**src/hdl/sfa_pkg.sv**
```systemverilog
// shared constants for the single-precision adder pipeline
// no dependencies
`default_nettype none
package sfa_pkg;
    localparam int unsigned DataWidth = 32;
    localparam int unsigned ExpWidth  = 8;
    localparam int unsigned MantWidth = 23;
    localparam logic [7:0]  ExpAllOnes = 8'hFF;
    localparam logic [31:0] DefaultNan = 32'h7FC0_0000;
    localparam logic [31:0] QuietBit   = 32'h0040_0000;
    localparam int unsigned PipeDepth  = 4;
endpackage
`default_nettype wire

```
**src/hdl/single_float_adder.sv**
```systemverilog
// single-precision float adder, four register stages with a skid-free stall
// depends on sfa_pkg
`default_nettype none
// usage:
//   slave channel: one beat carries operand_a (tdata[31:0]) and operand_b
//   (tdata[63:32]); master channel: one beat carries sum_bits (tdata[31:0])
//   an accepted beat passes through the unpack/align, add, normalize and
//   round/pack registers before its result reaches the master side
//   throughput: one beat per cycle unless the receiver stalls; every stage
//   is a register with a valid bit, set by unpack/align, add, normalize, round/pack
//   a stage advances when it is empty or the stage after it advances, so
//   a stalled receiver holds the last stage and backs up the pipe without
//   losing or repeating beats; s_axis_tready drops only when the pipe is full
//   and the receiver is stalled
//   reset clears all valid bits; no beat is in flight after reset
//   special operands (nan, infinity, zero) are decided in the first stage
//   and carried down as a ready result
module single_float_adder
    import sfa_pkg::*;
(
    input  wire logic        i_clk,
    input  wire logic        i_rst_n,
    input  wire logic        s_axis_tvalid,
    output logic             s_axis_tready,
    input  wire logic [63:0] s_axis_tdata,  // operand_a[31:0], operand_b[63:32]
    output logic             m_axis_tvalid,
    input  wire logic        m_axis_tready,
    output logic [31:0]      m_axis_tdata   // sum_bits[31:0]
);
    // stage enables
    logic [PipeDepth-1:0] r_vld;
    logic adv1, adv2, adv3, adv4;
    assign adv4 = !r_vld[3] || m_axis_tready;
    assign adv3 = !r_vld[2] || adv4;
    assign adv2 = !r_vld[1] || adv3;
    assign adv1 = !r_vld[0] || adv2;
    assign s_axis_tready = adv1;

    // valid bits travel with the data
    always_ff @(posedge i_clk) begin
        if (!i_rst_n) begin
            r_vld <= '0;
        end else begin
            if (adv1) r_vld[0] <= s_axis_tvalid;
            if (adv2) r_vld[1] <= r_vld[0];
            if (adv3) r_vld[2] <= r_vld[1];
            if (adv4) r_vld[3] <= r_vld[2];
        end
    end

    // stage 1: unpack, classify, align
    logic [31:0] a, b;
    logic sa, sb;
    logic [7:0] ea, eb, ediff;
    logic [22:0] ma, mb;
    logic nan_a, nan_b, inf_a, inf_b, zero_a, zero_b;
    logic [26:0] fa, fb, big, small_in, small_sh;
    logic a_big;
    logic [4:0] sh;
    logic sticky;
    logic n1_spec;
    logic [31:0] n1_res;
    always_comb begin
        a = s_axis_tdata[31:0];
        b = s_axis_tdata[63:32];
        sa = a[31]; sb = b[31];
        ea = a[30:23]; eb = b[30:23];
        ma = a[22:0]; mb = b[22:0];
        nan_a = (ea == ExpAllOnes) && (ma != '0);
        nan_b = (eb == ExpAllOnes) && (mb != '0);
        inf_a = (ea == ExpAllOnes) && (ma == '0);
        inf_b = (eb == ExpAllOnes) && (mb == '0);
        zero_a = (ea == '0) && (ma == '0);
        zero_b = (eb == '0) && (mb == '0);
        n1_spec = 1'b1;
        n1_res = '0;
        if (nan_a)              n1_res = a | QuietBit;
        else if (nan_b)         n1_res = b | QuietBit;
        else if (inf_a && inf_b) n1_res = (sa == sb) ? a : DefaultNan;
        else if (inf_a)         n1_res = a;
        else if (inf_b)         n1_res = b;
        else if (zero_a && zero_b) n1_res = {sa & sb, 31'd0};
        else if (zero_a)        n1_res = b;
        else if (zero_b)        n1_res = a;
        else                    n1_spec = 1'b0;
        fa = {1'b1, ma, 3'b000};
        fb = {1'b1, mb, 3'b000};
        a_big = ea > eb;
        ediff = a_big ? (ea - eb) : (eb - ea);
        big = a_big ? fb : fa;          // operand that gets shifted
        small_in = big;
        sh = (ediff >= 8'd27) ? 5'd27 : ediff[4:0];
        small_sh = small_in >> sh;
        sticky = ((small_in & ~({27{1'b1}} << sh)) != '0);
        if (ediff >= 8'd27) small_sh = '0;
        small_sh[0] = small_sh[0] | sticky;
    end

    logic        r1_spec;
    logic [31:0] r1_res;
    logic [26:0] r1_x, r1_y;
    logic        r1_sx, r1_sy;
    logic [7:0]  r1_e;
    always_ff @(posedge i_clk) begin
        if (adv1) begin
            r1_spec <= n1_spec;
            r1_res  <= n1_res;
            r1_x    <= a_big ? fa : small_sh;
            r1_y    <= a_big ? small_sh : fb;
            r1_sx   <= sa;
            r1_sy   <= sb;
            r1_e    <= a_big ? ea : eb;
        end
    end

    // stage 2: add or subtract by sign
    logic [27:0] n2_sum;
    logic        n2_s;
    always_comb begin
        n2_s = r1_sx;
        if (r1_sx == r1_sy) n2_sum = {1'b0, r1_x} + {1'b0, r1_y};
        else if (r1_x >= r1_y) n2_sum = {1'b0, r1_x - r1_y};
        else begin
            n2_sum = {1'b0, r1_y - r1_x};
            n2_s = ~r1_sx;
        end
    end
    logic        r2_spec;
    logic [31:0] r2_res;
    logic [27:0] r2_sum;
    logic        r2_s;
    logic [7:0]  r2_e;
    always_ff @(posedge i_clk) begin
        if (adv2) begin
            r2_spec <= r1_spec;
            r2_res  <= r1_res;
            r2_sum  <= n2_sum;
            r2_s    <= n2_s;
            r2_e    <= r1_e;
        end
    end

    // stage 3: normalize, leading zero count over the low 27 bits of the 28-bit sum
    logic [4:0]  lz;
    logic [26:0] n3_m;
    logic signed [9:0] n3_e;
    logic        n3_zero;
    always_comb begin
        lz = 5'd0;
        for (int i = 0; i < 27; i++) begin
            if (r2_sum[i]) lz = 5'(26 - i);
        end
        n3_zero = (r2_sum == '0);
        if (r2_sum[27]) begin
            n3_m = r2_sum[27:1] | {26'd0, r2_sum[0]};
            n3_e = $signed({2'b00, r2_e}) + 10'sd1;
        end else begin
            n3_m = r2_sum[26:0] << lz;
            n3_e = $signed({2'b00, r2_e}) - $signed({5'd0, lz});
        end
    end
    logic        r3_spec, r3_zero, r3_s;
    logic [31:0] r3_res;
    logic [26:0] r3_m;
    logic signed [9:0] r3_e;
    always_ff @(posedge i_clk) begin
        if (adv3) begin
            r3_spec <= r2_spec;
            r3_res  <= r2_res;
            r3_zero <= n3_zero;
            r3_s    <= r2_s;
            r3_m    <= n3_m;
            r3_e    <= n3_e;
        end
    end

    // stage 4: round to nearest even and pack
    logic [24:0] m24;
    logic [2:0]  low3;
    logic signed [9:0] e4;
    logic [31:0] n4_res;
    always_comb begin
        low3 = r3_m[2:0];
        m24 = {1'b0, r3_m[26:3]};
        if (low3 > 3'd4 || (low3 == 3'd4 && m24[0])) m24 = m24 + 25'd1;
        e4 = r3_e;
        if (m24[24]) begin
            m24 = m24 >> 1;
            e4 = e4 + 10'sd1;
        end
        if (r3_spec) n4_res = r3_res;
        else if (r3_zero) n4_res = '0;
        else if (e4 >= 10'sd255) n4_res = {r3_s, ExpAllOnes, 23'd0};
        else if (e4 <= 10'sd0) n4_res = '0;
        else n4_res = {r3_s, e4[7:0], m24[22:0]};
    end
    logic [31:0] r4_res;
    always_ff @(posedge i_clk) begin
        if (adv4) r4_res <= n4_res;
    end

    assign m_axis_tvalid = r_vld[3];
    assign m_axis_tdata  = r4_res;
endmodule
`default_nettype wire

```
**config.mk**
```make
export PLATFORM = sky130hd
export DESIGN_NAME = single_float_adder
export DESIGN_NICKNAME = d
export VERILOG_FILES = /design/src/hdl/sfa_pkg.sv /design/src/hdl/single_float_adder.sv
export SDC_FILE = /design/constraint.sdc
export NUM_CORES = 1
export LEC_CHECK = 0
export ABC_CLOCK_PERIOD_IN_PS = 6630
export BUFFER_PORTS_ARGS = -buffer_cell sky130_fd_sc_hd__buf_2
export CORE_MARGIN = 1
export CORE_UTILIZATION = 40
export CTS_CLUSTER_SIZE = 24
export DETAILED_ROUTE_END_ITERATION = 8
export SKIP_CTS_REPAIR_TIMING = 1
export SYNTH_ARGS = -nofsm -noshare
export SYNTH_HDL_FRONTEND = slang
export SYNTH_SLANG_ARGS = --single-unit
```
**constraint.sdc**
```tcl
create_clock -name i_clk -period 6.63 [get_ports i_clk]
set_input_delay 0.663 -clock i_clk [delete_from_list [all_inputs] [get_ports i_clk]]
set_output_delay 0.663 -clock i_clk [all_outputs]
set_load 0.01 [all_outputs]
```
==> impl_metrics.yaml, run 1 <==
clock_tree:
  clk_pin_slew_ps: 60
  clock-root-buffer: "clkbuf_16"
  cts_tree: "yes"
  clk_latency_ps: 590
  clk_path_buf_depth: 3
  cts.sink_count: 275
  h-tree-depth: 1
  cts_buffers: 30
yosys:
  ys_warn_count: 0
  ys_ff_latch: 275
  synth_edf_count: 271
  synth_top_family_by_area: "compound AO/OA/AOI/OAI gates"
  synthFlopType: "edfxtp_1"
  synth_xor_area_share_pct: 3.23
  syn-num-nets: 2200
  synthAdderAreaFrac_pct: 7.28
  synthMuxAreaShare_pct: 6.01
  synth-compound-area-share_pct: 21.7
  postSynthCellCount: 2022
  avgSynthCellArea_um2: 9.66
  yosysUniqueCellTypes: 97
  yosysSeqAreaShare_pct: 42.1
  synth-simple-area-share_pct: 15.0
  synthesis.area_um2: 19500
  synthArstFlopShare_pct: 0
setup_path:
  regToRegEndpoint: "r2_sum[12]"
  crit_required_ps: 6920
  start_kind: "flop"
  r2r_cells: 14
  r2r_slack_ps: 1350
  worst_setup_path_end_kind: "flop"
  crit_fanout: 9
  worstReg2RegStart: "r1_x[8]"
  worstSetupPathType: "flop to flop"
  cp.arrival_ps: 5570
sta:
  hold_slack_ps: 290
  maxSlewHeadroom_pct: 22.1
  finalCritPeriodShare_pct: 79.6
  slew_violations: 0
  tightest_slew_ps: 1170
  fin_setup_tns_ps: 0
  rsz0062_at_grt: "no"
  finalSetupViolCount: 0
  final-hold-violation-count: 0
  setup_slack_ps: 1350
  period_minus_slack_ps: 5280
  fmax_mhz: 189
  finalClockSkew_ps: 44.2
min_path:
  min_from: "s_axis_tdata[31]"
  hold_class: "input port to flop"
  holdPathEnd: "r1_sx"
  whs_path_depth: 1
finish:
  n_fill_cell: 4504
  drive_above_1_share_pct: 11.0
  final_cell_area_um2: 21700
  syn2layout_area_growth_pct: 11.0
  nets: 2262
placement:
  post-dp-hpwl_um: 48900
  port_buffers: 101
  place_congestion: 0.944
  dpl_worst_slack_ps: 1240
  placedInstanceArea_um2: 20600
die:
  io_pins: 102
  fp.coreArea_um2: 47900
  die_x_um: 223
  rows: 80
  fp.dieArea_um2: 49700
  start_util_pct: 40.7
  die_y_um: 223
global_route:
  grt-ovfl-total: 0
  grt_pass1_wl_um: 95400
  grt_pass1_vias: 15900
  groute.usage.overall_pct: 25.0
  grt_start_max_net_pins: 73
  antenna_found_initial: 6
drt:
  drtAntennaViolNets: 0
  drc: 0
  wire_per_inst_um: 23.1
  drt_iter0_markers: 1476
  wirelength_um: 63000
  dr.pass1.iters: 6
  vias: 16500
  via_per_inst: 6.06
power_and_ir_drop:
  total_power_mw: 8.08
  cellPowerDensity_nw_per_um2: 372
  leakage_nw: 9.05
  irDropWorstVdd_mv: 0.211
status:
  status: "finished clean"
job:
  max-cap-violations: 0
-- layout make-up --
class                   instances  area, um^2  share of cell area, %
diodes                          6        15.0                 0.0692
clock buffers                  34         766                   3.53
clock inverters                22         268                   1.23
inverters                     124         465                   2.15
multi-input cells            1518       10400                   48.1
flip-flops and latches        275        8220                   37.9
well taps                     615         769                   3.55
repair buffers                135         761                   3.51
-- how the worst max path moves through the flow --
stage                      end  slack, ps  depth (start not counted)        startpoint
CTS                 r2_sum[12]       1520                         14           r1_x[8]
global route        r2_sum[22]       1310                         15           r1_x[8]
floorplan              r1_y[0]       2430                         19  s_axis_tdata[23]
finish              r2_sum[12]       1350                         14           r1_x[8]
global placement       r1_x[3]       1360                         17  s_axis_tdata[23]
detailed placement     r1_x[3]       1240                         17  s_axis_tdata[23]
-- report_power, final --
part	switching (mW)	leakage, nW	internal, mW	total, mW
Sequential	0.401	3.15	2.43	2.83
Clock	0.689	0.494	1.03	1.72
Combinational	2.15	5.41	1.37	3.53
Total	3.24	9.05	4.83	8.08
-- through the flow --
| stage | util, % | cells |
|---|---|---|
| floorplan | - | 2022 |
| global placement | 43.1 | 2667 |
| detailed placement | 43.1 | 2667 |
| CTS | 45.2 | 2723 |
| global route | 45.2 | 2729 |
| finish | 45.2 | 2729 |
-- critical path, stage by stage (launching register included) --
cell and delay [ps]:
edfxtp_1 540, inv_1 80, ha_1 430, a21o_1 230, a21o_1 200, a21oi_1 250
o21ai_0 210, o2111ai_1 420, a21oi_1 150, o211ai_1 620, and2_1 510, mux2_2 390
a2111oi_0 580, mux2i_1 190, xnor2_1 180
-- sequential cells by signal (all words and copies together), names as in the netlist, 8 cells and up --
| name | flops |
|---|---|
| m_axis_tdata | 32 |
| r1_res | 32 |
| r2_res | 32 |
| r3_res | 32 |
| r2_sum | 28 |
| r1_x | 27 |
| r1_y | 27 |
| r3_m | 27 |
| r3_e | 10 |
| r1_e | 8 |
| r2_e | 8 |
-- cells in the mapped netlist, types with 6 or more instances --
cell type    n  share of area (%)
edfxtp_1   271                 42
nand2_1    192                3.7
nor2_1     135                2.6
a21oi_1    134                3.4
inv_1      123                2.4
o21ai_0    123                3.2
ha_1       104                6.7
mux2i_1     97                5.0
clkbuf_1    76                1.5
a22o_1      62                2.8
nand3_1     52                1.3
nor3_1      50                1.3
a21o_1      44                1.7
xnor2_1     42                1.9
a31oi_1     28               0.90
a211oi_1    27                1.0
and3_1      26               0.83
o31ai_1     26                1.0
xor2_1      25                1.1
nand2b_1    23               0.74
nand4_1     22               0.70
nor4_1      20               0.64
and2_1      18               0.58
o22ai_1     17               0.54
buf_2       16               0.41
mux2_2      16               0.92
o21bai_1    15               0.58
o211ai_1    14               0.54
or3_1       14               0.45
o21a_1      12               0.46
nor2b_1     11               0.35
a221o_1      9               0.46
a22oi_1      9               0.35
nand3b_1     9               0.35
a21boi_0     8               0.31
a2111oi_0    7               0.31
a221oi_1     7               0.31
fa_1         6               0.61
-- kinds of logic (layout without fill, tap and decap cells) --
logic type / count (synthesis) / after routing
DFF: 275 / 275
and+or+nand+nor: 605 / 605
muxes: 114 / 114
buffers and inverters: 229 / 315
AOI/OAI and AO/OA: 620 / 620
adders and majority gates: 110 / 110
xor gates and xnor gates: 69 / 69
other: 0 / 6
-- cell usage in the layout, fill, tap and decap left out, types with 23 or more instances in the layout --
master and n:
xnor2_1 42, nand2_1 190, nand3_1 52, ha_1 104, a211oi_1 27, o21ai_0 123, buf_2 101, buf_4 34
and3_1 26, nor2_1 134, a21oi_1 133, inv_1 122, edfxtp_1 271, clkbuf_16 30, nand2b_1 23, mux2i_1 97
a21o_1 44, a22o_1 62, nor3_1 50, a31oi_1 28, xor2_1 24, o31ai_1 26
-- routing by layer --
metal | track usage [%] | share of wire, % | routed length (um)
met5 | 0 | 0 | 0
met3 | 2.63 | 6.6 | 4150
met2 | 42.2 | 47 | 29800
met4 | 8.88 | 3.6 | 2290
met1 | 33.1 | 43 | 26800
Power figures use the tool's default switching activity.
==> run 2: changes to the inputs <==
ABC_AREA = 1   (was unset)
ABC_CLOCK_PERIOD_IN_PS = 5000   (was 6630)
clock period = 5 ns   (was 6.63 ns; I/O delays follow)
==> run 2 against run 1 <==
Net effect: area after synthesis rose by 1.5%; clock-buffer cell count fell by 1; combinational power rose by 33%; sequential share of layout area fell by 0.63 points; clock skew fell by 25 ps; sequential power rose by 28%; design area rose by 1.7%; die area rose by 1.5%; maximum frequency rose by 19%; largest power group unchanged; clock power rose by 27%; critical path depth rose by 3.
==> impl_metrics.yaml, run 2 <==
status:
  status: "finished clean"
sta:
  finalClockSkew_ps: 19.2
  fmax_mhz: 225
  rsz0062_at_grt: "no"
  tightest_slew_ps: 1180
  finalSetupViolCount: 0
  final-hold-violation-count: 0
  finalCritPeriodShare_pct: 89.1
  slew_violations: 0
  maxSlewHeadroom_pct: 20.3
  period_minus_slack_ps: 4450
  fin_setup_tns_ps: 0
power_and_ir_drop:
  irDropWorstVdd_mv: 0.286
  leakage_nw: 10.0
  cellPowerDensity_nw_per_um2: 476
clock_tree:
  clk_latency_ps: 580
  cts.sink_count: 275
  cts_buffers: 30
  h-tree-depth: 1
  cts_tree: "yes"
  clk_pin_slew_ps: 60
  clk_path_buf_depth: 3
  clock-root-buffer: "clkbuf_16"
drt:
  wire_per_inst_um: 20.3
  drc: 0
  vias: 18100
  drtAntennaViolNets: 0
  dr.pass1.iters: 6
  via_per_inst: 5.53
  wirelength_um: 66200
  drt_iter0_markers: 1857
finish:
  final_cell_area_um2: 22100
  multi_input_area_um2: 9940
  nets: 2758
  n_fill_cell: 4895
  final_cell_mix: "550 x nand2_1, 310 x inv_1, 274 x nand3_1"
  diodes: 0
  syn2layout_area_growth_pct: 11.2
  ff_latch_area_um2: 8220
  final_common_cell: "nand2_1"
  drive_above_1_share_pct: 8.87
setup_path:
  crit_fanout: 4
  path_common_cell: "o21ai_0"
  cp.arrival_ps: 4740
  crit_chain: "inv_1, fa_1, nor2_1, nor2_1, o21ai_0, nand4_1, nand3_1, nand3_1, nand2_1, a21boi_0, o21ai_0, a21boi_0, o21ai_0, a21oi_1, o31ai_1, o21ai_0, xor2_1"
  worst_setup_path_end_kind: "flop"
  crit_required_ps: 5290
  worst_path_largest_cell_delay_ps: 550
  cp_top_family: "compound AO/OA/AOI/OAI gates"
  worstSetupPathType: "flop to flop"
  cp_slowest_cell: "o21ai_0"
  r2r_slack_ps: 550
  crit_buf_inv: 1
  start_kind: "flop"
die:
  start_util_pct: 40.5
  die_y_um: 225
  rows: 81
  die_x_um: 225
  fp.coreArea_um2: 49000
  fp.dieArea_um2: 50500
  io_pins: 102
yosys:
  synthesis.area_um2: 19800
  ys_ff_latch: 275
  yosysUniqueCellTypes: 64
  postSynthCellCount: 2517
  post-synth-top-count-cell: "nand2_1"
  synth.top_cell.area_share_pct: 41.0
  ys_warn_count: 0
  syn-num-nets: 2695
  avgSynthCellArea_um2: 7.88
  synth_edf_count: 271
  yosys-top-cells-area: "edfxtp_1 41%, nand2_1 10%, nand3_1 6.9%"
  synthTopCellsByCount: "551 x nand2_1, 312 x inv_1, 274 x nand3_1"
  synthArstFlopShare_pct: 0
  synthFlopType: "edfxtp_1"
  synth.largest_area_cell: "edfxtp_1"
  yosysSeqAreaShare_pct: 41.4
global_route:
  grt_start_max_net_pins: 97
  grt-ovfl-total: 0
  grt_pass1_wl_um: 100000
  grt_pass1_vias: 16900
  groute.usage.overall_pct: 26.0
  antenna_found_initial: 0
placement:
  port_buffers: 101
  placedInstanceArea_um2: 21100
  place_congestion: 1.04
  post-dp-hpwl_um: 52900
min_path:
  hold_class: "input port to flop"
job:
  max-cap-violations: 0
## run 2: cell types whose count changed in the layout (fill, tap and decap cells not counted), sizes merged, moves of 27 or more
cell | before | now
mux2i | 98 | 1
nor3 | 50 | 17
a21o | 44 | 6
nand3 | 52 | 275
inv | 127 | 322
nand4 | 22 | 72
xnor2 | 44 | 17
a211oi | 28 | 1
xor2 | 25 | 60
o21ai | 131 | 244
a22o | 62 | 6
nand2 | 196 | 555
## run 2: worst paths after layout
path               from    endpoint  depth (start not counted)
max             r1_x[1]  r2_sum[24]                         17
min             i_rst_n    r_vld[1]                          2
max reg2reg     r1_x[1]  r2_sum[24]                         17
min reg2reg  r2_res[11]  r3_res[11]                          0
## run 2: kinds of logic after synthesis
| logic type | synth area share [%] |
|---|---|
| DFF | 41.4 |
| AOI/OAI and AO/OA | 15.1 |
| xor gates and xnor gates | 3.53 |
| muxes | 0.0505 |
| and+or+nand+nor | 24.2 |
| buffers and inverters | 8.52 |
| adders and majority gates | 7.17 |
## run 2: power by group
part	internal (mW)	switching, mW	leakage [nW]
sequential	3.19	0.433	3.16
combinational	1.53	3.16	6.38
clock	1.27	0.915	0.466
## run 2: final cells by class
class	instances	share of cell area, %
multi-input cells	1805	45.1
well taps	664	3.77
repair buffers	143	3.84
clock inverters	23	1.08
inverters	325	5.53
flip-flops and latches	275	37.3
clock buffers	33	3.45
## run 2: worst register-to-register path, stage by stage (launching register included)
cell and delay (ps):
edfxtp_1 450, inv_1 150, fa_1 460, nor2_1 120
nor2_1 40, o21ai_0 330, nand4_1 150, nand3_1 150
nand3_1 80, nand2_1 180, a21boi_0 150, o21ai_0 290
a21boi_0 180, o21ai_0 550, a21oi_1 280, o31ai_1 280
o21ai_0 130, xor2_1 200
## run 2: layer usage
metal  share of wire, %  global-route usage, %  wire (um)  up-vias
met3                6.8                   3.25       4490       92
met4                2.3                   6.50       1550        0
met2                 46                   42.7      30600      683
li1                   -                      -          -     8782
met5                  0                      0          0        -
met1                 45                   36.3      29600     8501
## run 2: metrics by stage
step / setup WS, ps / util, % / total power [mW] / hold WS, ps / cells
6_report: 547 / 45.1 / 10.5 / 139 / 3268
5_1_grt: 369 / 45.1 / 11.3 / 122 / 3268
4_1_cts: 698 / 45.1 / 10.5 / 110 / 3268
3_5_place_dp: 256 / 43.0 / 8.29 / 405 / 3212
3_3_place_gp: 289 / 43.0 / 8.28 / 402 / 3212
2_1_floorplan: 145 / - / 6.73 / 400 / 2517
